===== config.mk =====
export PLATFORM = sky130hd
export DESIGN_NAME = arp_cache_and_responder
export DESIGN_NICKNAME = d
export VERILOG_FILES = /design/src/hdl/arpc_pkg.sv /design/src/hdl/arpc_controller.sv /design/src/hdl/arpc_datapath.sv /design/src/hdl/arp_cache_and_responder.sv
export SDC_FILE = /design/constraint.sdc
export NUM_CORES = 2
export LEC_CHECK = 0
export ABC_AREA = 1
export ABC_CLOCK_PERIOD_IN_PS = 14200
export BUFFER_PORTS_ARGS = -buffer_cell sky130_fd_sc_hd__buf_2
export CELL_PAD_IN_SITES_DETAIL_PLACEMENT = 1
export CELL_PAD_IN_SITES_GLOBAL_PLACEMENT = 1
export CORE_ASPECT_RATIO = 1.25
export CORE_UTILIZATION = 35
export DETAILED_ROUTE_END_ITERATION = 8
export PLACE_DENSITY_LB_ADDON = 0.15
export RECOVER_POWER = 50
export SETUP_SLACK_MARGIN = 0.05
export SLEW_MARGIN = 20
export SYNTH_ARGS = -nofsm -noshare
export SYNTH_HDL_FRONTEND = slang
export SYNTH_SLANG_ARGS = --single-unit

===== constraint.sdc =====
create_clock -name clock -period 14.2 [get_ports clock]
set_clock_uncertainty 0.15 [all_clocks]
set_input_delay 2.13 -clock clock [delete_from_list [all_inputs] [get_ports clock]]
set_output_delay 2.13 -clock clock [all_outputs]
set_load 0.02 [all_outputs]

===== src/hdl/arpc_pkg.sv =====
// ----------------------------------------------------------------------------
// ARP cache package
// Shared constants, codes, item types and controller interface types.
// ----------------------------------------------------------------------------
`default_nettype none

package arpc_pkg;

   localparam int TABLE_ENTRIES = 16;
   localparam int IDX_W = (TABLE_ENTRIES > 1) ? $clog2(TABLE_ENTRIES) : 1;
   localparam int CNT_W = $clog2(TABLE_ENTRIES + 1);

   localparam int CSR_INDEX_W = 2;
   localparam int CSR_DATA_W  = 48;

   localparam logic [CSR_INDEX_W-1:0] CSR_OWN_IP      = 2'd0;
   localparam logic [CSR_INDEX_W-1:0] CSR_OWN_MAC     = 2'd1;
   localparam logic [CSR_INDEX_W-1:0] CSR_NIC_PRESENT = 2'd2;

   localparam logic [10:0] MIN_PACKET_BYTES = 11'd28;
   localparam logic [15:0] HW_ETHERNET      = 16'h0001;
   localparam logic [15:0] PROTO_IPV4       = 16'h0800;
   localparam logic [7:0]  HW_ADDR_BYTES    = 8'd6;
   localparam logic [7:0]  PROTO_ADDR_BYTES = 8'd4;
   localparam logic [15:0] ARP_OPC_REQUEST  = 16'd1;

   localparam logic [31:0] IP_BROADCAST  = 32'hFFFF_FFFF;
   localparam logic [47:0] MAC_BROADCAST = 48'hFFFF_FFFF_FFFF;

   localparam logic [0:0] OP_PACKET = 1'b0;
   localparam logic [0:0] OP_QUERY  = 1'b1;

   localparam logic [2:0] ACT_NONE       = 3'd0;
   localparam logic [2:0] ACT_REPLY      = 3'd1;
   localparam logic [2:0] ACT_RESOLVED   = 3'd2;
   localparam logic [2:0] ACT_REQ_SENT   = 3'd3;
   localparam logic [2:0] ACT_MISS_NOREQ = 3'd4;

   localparam logic [1:0] OUT_OPC_NONE    = 2'd0;
   localparam logic [1:0] OUT_OPC_REQUEST = 2'd1;
   localparam logic [1:0] OUT_OPC_REPLY   = 2'd2;

   typedef struct packed {
      logic [0:0]  op;
      logic [10:0] packet_length;
      logic [15:0] hardware_type;
      logic [15:0] protocol_type;
      logic [7:0]  hardware_length;
      logic [7:0]  protocol_length;
      logic [15:0] arp_opcode;
      logic [47:0] src_mac;
      logic [31:0] src_ip;
      logic [31:0] packet_target_ip;
      logic [31:0] query_ip;
   } req_item_type;

   typedef struct packed {
      logic [2:0]  action;
      logic [47:0] frame_dest_mac;
      logic [1:0]  out_opcode;
      logic [47:0] out_target_mac;
      logic [31:0] out_target_ip;
      logic [47:0] resolved_mac;
   } rsp_item_type;

   typedef enum logic [1:0] {
      ST_IDLE,
      ST_CHECK,
      ST_SCAN
   } state_type;

   typedef struct packed {
      logic load;
      logic scan_step;
      logic learn;
      logic finish;
   } cmd_type;

   typedef struct packed {
      logic is_query;
      logic pkt_ok;
      logic bcast;
      logic scan_hit;
      logic scan_miss;
   } status_type;

endpackage

`default_nettype wire


===== src/hdl/arpc_controller.sv =====
// ----------------------------------------------------------------------------
// ARP cache controller
// Sequences the check, the table scan, the learning write and the result.
// ----------------------------------------------------------------------------
`default_nettype none

module arpc_controller (
   input  wire                  clock,
   input  wire                  reset,
   input  wire                  start,
   output logic                 busy,
   input  arpc_pkg::status_type status,
   output arpc_pkg::cmd_type    cmd
);

   arpc_pkg::state_type state_ff, state_in;
   logic                early_done;
   logic                scan_done;

   assign early_done = status.is_query ? status.bcast : !status.pkt_ok;
   assign scan_done  = status.scan_hit || status.scan_miss;
   assign busy       = (state_ff != arpc_pkg::ST_IDLE);

   always_ff @(posedge clock) begin
      if (reset) begin
         state_ff <= arpc_pkg::ST_IDLE;
      end else begin
         state_ff <= state_in;
      end
   end

   always_comb begin
      state_in = state_ff;
      case (state_ff)
         arpc_pkg::ST_IDLE: begin
            if (start) begin
               state_in = arpc_pkg::ST_CHECK;
            end
         end
         arpc_pkg::ST_CHECK: begin
            state_in = early_done ? arpc_pkg::ST_IDLE : arpc_pkg::ST_SCAN;
         end
         arpc_pkg::ST_SCAN: begin
            if (scan_done) begin
               state_in = arpc_pkg::ST_IDLE;
            end
         end
         default: begin
            state_in = arpc_pkg::ST_IDLE;
         end
      endcase
   end

   always_comb begin
      cmd = '0;
      case (state_ff)
         arpc_pkg::ST_IDLE: begin
            cmd.load = start;
         end
         arpc_pkg::ST_CHECK: begin
            cmd.finish = early_done;
         end
         arpc_pkg::ST_SCAN: begin
            cmd.scan_step = !scan_done;
            cmd.learn     = scan_done && !status.is_query;
            cmd.finish    = scan_done;
         end
         default: begin
            cmd = '0;
         end
      endcase
   end

   a_accept_to_check : assert property (@(posedge clock) disable iff (reset)
      (start && !busy) |=> (state_ff == arpc_pkg::ST_CHECK))
      else $error("Accepted item did not enter the check state.");

   a_finish_to_idle : assert property (@(posedge clock) disable iff (reset)
      cmd.finish |=> !busy)
      else $error("Controller still busy after finishing an item.");

   a_learn_only_packets : assert property (@(posedge clock) disable iff (reset)
      cmd.learn |-> (cmd.finish && !status.is_query && status.pkt_ok))
      else $error("Learning write issued for a query or a dropped packet.");

endmodule

`default_nettype wire


===== src/hdl/arpc_datapath.sv =====
// ----------------------------------------------------------------------------
// ARP cache datapath
// Holds the configuration, the cache table, the scan pipeline and the result.
// ----------------------------------------------------------------------------
`default_nettype none

module arpc_datapath (
   input  wire                                  clock,
   input  wire                                  reset,
   input  arpc_pkg::req_item_type               req_item,
   input  arpc_pkg::cmd_type                    cmd,
   output arpc_pkg::status_type                 status,
   input  wire                                  csr_valid,
   input  wire  [arpc_pkg::CSR_INDEX_W-1:0]     csr_index,
   input  wire  [arpc_pkg::CSR_DATA_W-1:0]      csr_data,
   output logic                                 rsp_valid,
   output arpc_pkg::rsp_item_type               rsp_item
);

   logic [31:0] own_ip_ff;
   logic        nic_present_ff;

   arpc_pkg::req_item_type req_ff;

   logic [31:0] mem_ip  [arpc_pkg::TABLE_ENTRIES];
   logic [47:0] mem_mac [arpc_pkg::TABLE_ENTRIES];
   logic [31:0] rd_ip_ff;
   logic [47:0] rd_mac_ff;

   logic [arpc_pkg::TABLE_ENTRIES-1:0] valid_ff;
   logic [arpc_pkg::CNT_W-1:0]         fill_ff, fill_in;
   logic [arpc_pkg::CNT_W-1:0]         rd_idx_ff, rd_idx_in;
   logic [arpc_pkg::IDX_W-1:0]         cmp_idx_ff, cmp_idx_in;
   logic                               pend_ff, pend_in;

   logic                       table_full;
   logic [31:0]                key_ip;
   logic                       rd_more;
   logic                       mem_we;
   logic [arpc_pkg::IDX_W-1:0] wr_idx;

   arpc_pkg::rsp_item_type rsp_in;
   arpc_pkg::rsp_item_type rsp_item_ff;
   logic                   rsp_valid_ff;

   always_ff @(posedge clock) begin
      if (reset) begin
         own_ip_ff      <= '0;
         nic_present_ff <= 1'b0;
      end else if (csr_valid) begin
         case (csr_index)
            arpc_pkg::CSR_OWN_IP:      own_ip_ff      <= csr_data[31:0];
            arpc_pkg::CSR_NIC_PRESENT: nic_present_ff <= csr_data[0];
            // The own MAC is accepted but not stored here.
            arpc_pkg::CSR_OWN_MAC:     ;
            default:                   ;
         endcase
      end
   end

   always_ff @(posedge clock) begin
      if (cmd.load) begin
         req_ff <= req_item;
      end
   end

   assign status.is_query = (req_ff.op == arpc_pkg::OP_QUERY);
   assign status.pkt_ok   = (req_ff.packet_length >= arpc_pkg::MIN_PACKET_BYTES)
                         && (req_ff.hardware_type == arpc_pkg::HW_ETHERNET)
                         && (req_ff.protocol_type == arpc_pkg::PROTO_IPV4)
                         && (req_ff.hardware_length == arpc_pkg::HW_ADDR_BYTES)
                         && (req_ff.protocol_length == arpc_pkg::PROTO_ADDR_BYTES);
   assign status.bcast    = (req_ff.query_ip == arpc_pkg::IP_BROADCAST);

   assign key_ip  = status.is_query ? req_ff.query_ip : req_ff.src_ip;
   assign rd_more = (rd_idx_ff < fill_ff);

   assign status.scan_hit  = pend_ff && valid_ff[cmp_idx_ff] && (rd_ip_ff == key_ip);
   assign status.scan_miss = !pend_ff && !rd_more;

   always_comb begin
      rd_idx_in  = rd_idx_ff;
      cmp_idx_in = cmp_idx_ff;
      pend_in    = pend_ff;
      if (cmd.load) begin
         rd_idx_in = '0;
         pend_in   = 1'b0;
      end else if (cmd.scan_step) begin
         pend_in = rd_more;
         if (rd_more) begin
            rd_idx_in  = rd_idx_ff + 1'b1;
            cmp_idx_in = rd_idx_ff[arpc_pkg::IDX_W-1:0];
         end
      end
   end

   always_ff @(posedge clock) begin
      if (reset) begin
         rd_idx_ff <= '0;
         pend_ff   <= 1'b0;
      end else begin
         rd_idx_ff <= rd_idx_in;
         pend_ff   <= pend_in;
      end
      cmp_idx_ff <= cmp_idx_in;
   end

   assign table_full = (fill_ff == arpc_pkg::CNT_W'(arpc_pkg::TABLE_ENTRIES));
   assign mem_we     = cmd.learn;

   always_comb begin
      fill_in = fill_ff;
      if (status.scan_hit) begin
         wr_idx = cmp_idx_ff;
      end else if (table_full) begin
         wr_idx = '0;
      end else begin
         wr_idx  = fill_ff[arpc_pkg::IDX_W-1:0];
         fill_in = mem_we ? fill_ff + 1'b1 : fill_ff;
      end
   end

   always_ff @(posedge clock) begin
      if (reset) begin
         fill_ff  <= '0;
         valid_ff <= '0;
      end else begin
         fill_ff <= fill_in;
         if (mem_we) begin
            valid_ff[wr_idx] <= 1'b1;
         end
      end
   end

   always_ff @(posedge clock) begin
      if (mem_we) begin
         mem_ip[wr_idx]  <= req_ff.src_ip;
         mem_mac[wr_idx] <= req_ff.src_mac;
      end
      rd_ip_ff  <= mem_ip[rd_idx_ff[arpc_pkg::IDX_W-1:0]];
      rd_mac_ff <= mem_mac[rd_idx_ff[arpc_pkg::IDX_W-1:0]];
   end

   always_comb begin
      rsp_in = '0;
      if (!status.is_query) begin
         if (status.pkt_ok && (req_ff.arp_opcode == arpc_pkg::ARP_OPC_REQUEST)
             && (req_ff.packet_target_ip == own_ip_ff)) begin
            rsp_in.action         = arpc_pkg::ACT_REPLY;
            rsp_in.frame_dest_mac = req_ff.src_mac;
            rsp_in.out_opcode     = arpc_pkg::OUT_OPC_REPLY;
            rsp_in.out_target_mac = req_ff.src_mac;
            rsp_in.out_target_ip  = req_ff.src_ip;
         end
      end else if (status.bcast) begin
         rsp_in.action       = arpc_pkg::ACT_RESOLVED;
         rsp_in.resolved_mac = arpc_pkg::MAC_BROADCAST;
      end else if (status.scan_hit) begin
         rsp_in.action       = arpc_pkg::ACT_RESOLVED;
         rsp_in.resolved_mac = rd_mac_ff;
      end else if (nic_present_ff) begin
         rsp_in.action         = arpc_pkg::ACT_REQ_SENT;
         rsp_in.frame_dest_mac = arpc_pkg::MAC_BROADCAST;
         rsp_in.out_opcode     = arpc_pkg::OUT_OPC_REQUEST;
         rsp_in.out_target_ip  = req_ff.query_ip;
      end else begin
         rsp_in.action = arpc_pkg::ACT_MISS_NOREQ;
      end
   end

   always_ff @(posedge clock) begin
      if (reset) begin
         rsp_valid_ff <= 1'b0;
      end else begin
         rsp_valid_ff <= cmd.finish;
      end
      if (cmd.finish) begin
         rsp_item_ff <= rsp_in;
      end
   end

   assign rsp_valid = rsp_valid_ff;
   assign rsp_item  = rsp_item_ff;

   a_finish_strobe : assert property (@(posedge clock) disable iff (reset)
      cmd.finish |=> rsp_valid_ff)
      else $error("Finished item produced no result strobe.");

   a_fill_bound : assert property (@(posedge clock) disable iff (reset)
      fill_ff <= arpc_pkg::CNT_W'(arpc_pkg::TABLE_ENTRIES))
      else $error("Fill count exceeds the table size.");

   a_fill_grows : assert property (@(posedge clock) disable iff (reset)
      (mem_we && !status.scan_hit && !table_full)
      |=> (fill_ff == $past(fill_ff) + 1'b1))
      else $error("New entry did not advance the fill count.");

endmodule

`default_nettype wire


===== src/hdl/arp_cache_and_responder.sv =====
// ----------------------------------------------------------------------------
// ARP cache and responder
// Learns senders of received ARP packets, answers requests for our address
// and resolves IPv4 addresses against a small cache.
//
// An item on req_item is taken at a rising edge with start high and busy low.
// Each item gives exactly one result on rsp_item, shown for one cycle with
// rsp_valid high; the receiver cannot stall, so results are never held back.
// Registers are written over the csr_ channel (index 0 own IP, 1 own MAC,
// 2 NIC present); csr_ready is always high and writes belong to idle time.
// A dropped packet or a broadcast query ends in the check state, and the
// result strobe is registered from there. Otherwise the cache is scanned
// one entry per cycle through the registered table read port, up to the
// fill count, and the scan ends early on a hit.
// One item is in work at a time; busy falls in the cycle the result shows,
// so the next item may be started alongside the result strobe.
// Reset clears the registers, the entry valid bits and the fill count at
// once; table contents are left as they are, and unwritten entries never match.
// ----------------------------------------------------------------------------
`default_nettype none

module arp_cache_and_responder (
   input  wire                               clock,
   input  wire                               reset,
   input  wire                               start,
   output logic                              busy,
   input  arpc_pkg::req_item_type            req_item,
   output logic                              rsp_valid,
   output arpc_pkg::rsp_item_type            rsp_item,
   input  wire                               csr_valid,
   output logic                              csr_ready,
   input  wire  [arpc_pkg::CSR_INDEX_W-1:0]  csr_index,
   input  wire  [arpc_pkg::CSR_DATA_W-1:0]   csr_data
);

   arpc_pkg::cmd_type    cmd;
   arpc_pkg::status_type status;

   assign csr_ready = 1'b1;

   arpc_controller u_controller (
      .clock  (clock),
      .reset  (reset),
      .start  (start),
      .busy   (busy),
      .status (status),
      .cmd    (cmd)
   );

   arpc_datapath u_datapath (
      .clock     (clock),
      .reset     (reset),
      .req_item  (req_item),
      .cmd       (cmd),
      .status    (status),
      .csr_valid (csr_valid && csr_ready),
      .csr_index (csr_index),
      .csr_data  (csr_data),
      .rsp_valid (rsp_valid),
      .rsp_item  (rsp_item)
   );

endmodule

`default_nettype wire

==> key figures <==
Run status
  – Outcome: complete, but fails checks
  – Failing checks: capacitance limit, slew limit

Floorplan
  – Die area: approximately 200,000 µm²
  – # IOs: 458
  – Initial Util: a little over a third
  – Die height: around 500 µm
  – Total core area: 197,000 µm²
  – Die W: around 400 µm
  – Rows: between 150 and 200

Detailed routing
  – DRC viols: 0
  – Vias post-DR: between 40,000 and 50,000
  – First DRT Iteration DRCs: between 2,000 and 3,000
  – Post-Route WL: 202 mm
  – Antenna Nets Post-Route: 0
  – Router iterations before antenna repair: 5
  – WL/cell: about 25 µm
  – Number of vias per cell: roughly 5.2

Run
  – MaxCap Viol Count: 8

Worst setup path
  – Max incr delay on CP: about 4200 ps
  – Stages on worst setup path: 5
  – Critical Path Most Common Cell: buf_4
  – CP Max Fanout: 130
  – CP required: around 15,000 ps
  – Reg-to-Reg Start: u_controller.state_ff[0]
  – WS Path Type: primary input to flop
  – Crit path max-delay cell type: clkinvlp_2
  – Worst reg2reg path depth: 6
  – Top delay family on crit path: buffers and inverters
  – Crit path buf inv count: 4
  – Setup crit start kind: primary input
  – Worst Setup SP: start
  – Crit path DAT: 9220 ps
  – Critical Path Sink Type: flop
  – Cell Chain, Critical Path: buf_2 > nand2_1 > clkinvlp_2 > buf_4 > buf_4

CTS
  – Post-CTS Setup Inserts: 0
  – CTS tree: done
  – Clk_lat worst skew: about 840 ps
  – Clock-pin slew on the worst setup and hold paths: about 60 ps
  – H-Tree Depth: 4
  – Post-CTS Hold Buffers: 0
  – CTS Root Cell: clkbuf_16
  – Clock tree sinks: approximately 1,800
  – Max Root-Sink Buffers: 3
  – Post-CTS Resized: 0
  – CTS buffer count: roughly 190

Pwr
  – PnR Total Power: around 0.012 W
  – VDD IR max: roughly 0.13 mV
  – Power density over cell area: 148 nW/µm²
  – Leakage: roughly 27 nW

Synth
  – Cell area after synthesis: 69,800 µm²
  – Count of cell types in the netlist: 44
  – Syn nets: around 5,400
  – Mapped Cells: 5,101
  – Synth warn: 0
  – Post-synth EDFFs: ~1,700
  – Primary FF master, synth: edfxtp_1
  – Synth top area cells: edfxtp_1, nor2_1, dfxtp_1
  – Synth Area per Inst: around 14 µm²
  – Async S/R FF share, synth: 0%
  – Sequential area share after synthesis: approximately 77%
  – Synth area leader: edfxtp_1
  – Yosys top cell area share: a little over 70%
  – Yosys reg bits: approximately 1,800

Finish
  – Multi-input logic area: about 14,000 µm²
  – Fillers: slightly above 20,000
  – Synth-to-layout area growth: 15.9%
  – Final core utilization: between 40% and 50%
  – Layout cells sized above 1: roughly an eighth
  – Sequential Area: 53,400 µm²
  – Final #Nets: 5,786

Placement
  – Worst slack, placed: just over 8000 ps
  – Final HPWL DP: 110 mm
  – Port bufs: 438
  – GPL Wtd Cong: roughly 0.8

Global routing
  – First-pass GRT wire length: between 200 and 300 mm
  – Total grt overflow: 0
  – Antenna violations before repair: 13
  – Largest net degree at the start of global routing: around 210
  – GRT Util Overall: around 20%
  – Number of global-route vias before repair: 45,013

STA
  – Slew Limit Fails: about 400
  – Final Cycle Share: 62.7%
  – Final hold violations: 0
  – Fin crit period: a little under 9000 ps
  – Setup Total Neg Slack: 0 ps
  – Slew HR: -288%
  – RSZ-0062 raised after global routing: false
  – Maximum clock rate: 112 MHz
  – Actual slew at the worst max-slew pin: roughly 5800 ps
  – Final Setup Violations: 0
  – Setup WS post-layout: ~5300 ps

Min path
  – Hold Path Cell Cnt: 2
  – Hold WC Path Type: flop to flop
  – Hold path start: u_datapath.valid_ff[4]
==> cell type report <==
cell class                 instances  share of cell area, %
inverter                         205                   1.04
timing repair buffer             504                   3.10
antenna                            5                 0.0155
sequential                      1826                   66.0
multi-input combinational       2773                   17.8
tap                             2576                   3.98
clock inverter                   113                   1.46
clock buffer                     249                   6.57
==> worst register-to-register path: stages (launching register included) <==
cell        delay [ps]
dfxtp_1            340
inv_1               90
ha_1               230
nand2_1             80
clkinvlp_2        4210
buf_4             2050
buf_4              600
==> worst paths after layout <==
| check | end | slack [ps] |
|---|---|---|
| worst max register to register | u_datapath.req_ff[138] | 6050 |
| worst max-delay path | u_datapath.req_ff[138] | 5290 |
| worst min-delay path | u_datapath.valid_ff[4] | 310 |
| worst min register to register | u_datapath.valid_ff[4] | 310 |
==> metal layers <==
metal / wire, µm / global-route usage (%)
met1: 89500 / 25.9
met3: 8140 / 3.15
met2: 99700 / 34.0
met5: 45 / 0
met4: 4970 / 6.01
==> synth_stat cells (8+ instances only) <==
cell	n
ha_1	11
a21oi_1	84
buf_4	9
o32ai_1	182
o21ai_0	438
buf_1	13
mux2i_1	138
o211ai_1	23
nand2_1	551
inv_1	195
edfxtp_1	1683
buf_2	24
dfxtp_1	143
nor2_1	872
clkbuf_1	247
xor2_1	15
nor4_1	18
xnor2_1	12
nand4_1	22
o221ai_1	138
nand3_1	232
nor3_1	8
==> state kept, by name, summed over array words and instances, names as in the netlist, 16 cells and up <==
signal and flops:
u_datapath.rd_mac_ff 48, u_datapath.req_ff 217, u_datapath.mem_mac 768, u_datapath.mem_ip 512, u_datapath.rsp_item 181, u_datapath.rd_ip_ff 32, u_datapath.own_ip_ff 32, u_datapath.valid_ff 16
==> logic make-up (layout without fill, tap and decap cells) <==
group,Yosys count,count (layout),synth area share [%]
DFF,1826,1826,76.5
and+or+nand+nor,1724,1724,10.0
AOI/OAI and AO/OA,872,872,8.08
buffers and inverters,502,1071,2.85
muxes,138,138,1.98
xor gates and xnor gates,27,27,0.339
adders and majority gates,11,11,0.197
other,1,6,0.00537
==> through the flow <==
stage | area [µm²] | instances | hold slack (ps)
after detailed placement | 74600 | 7883 | 301
after global routing | 80900 | 8250 | 325
after floorplan | 69800 | 5101 | 280
after CTS | 81100 | 8245 | 311
final | 80900 | 8251 | 308
after global placement | 74600 | 7883 | 293
==> cells in the final DEF (no fill, tap or decap), types with 15 or more instances in the layout <==
cell,instances
edfxtp_1,1683
nor2_1,871
nand2_1,550
o21ai_0,438
buf_2,284
nand3_1,232
clkbuf_1,201
clkbuf_16,195
o32ai_1,182
inv_1,177
dfxtp_1,142
mux2i_1,138
o221ai_1,138
a21oi_1,84
clkinv_2,48
buf_4,45
o211ai_1,23
clkinv_1,23
clkbuf_8,23
nand4_1,22
bufinv_16,20
inv_4,19
nor4_1,18
xor2_1,15
==> power by group <==
part,internal (W),switching [W]
logic,0.000117,0.000369
clock network,0.00301,0.00216
registers,0.00614,0.000169
total,0.00927,0.00270
Power figures use the tool's default switching activity.
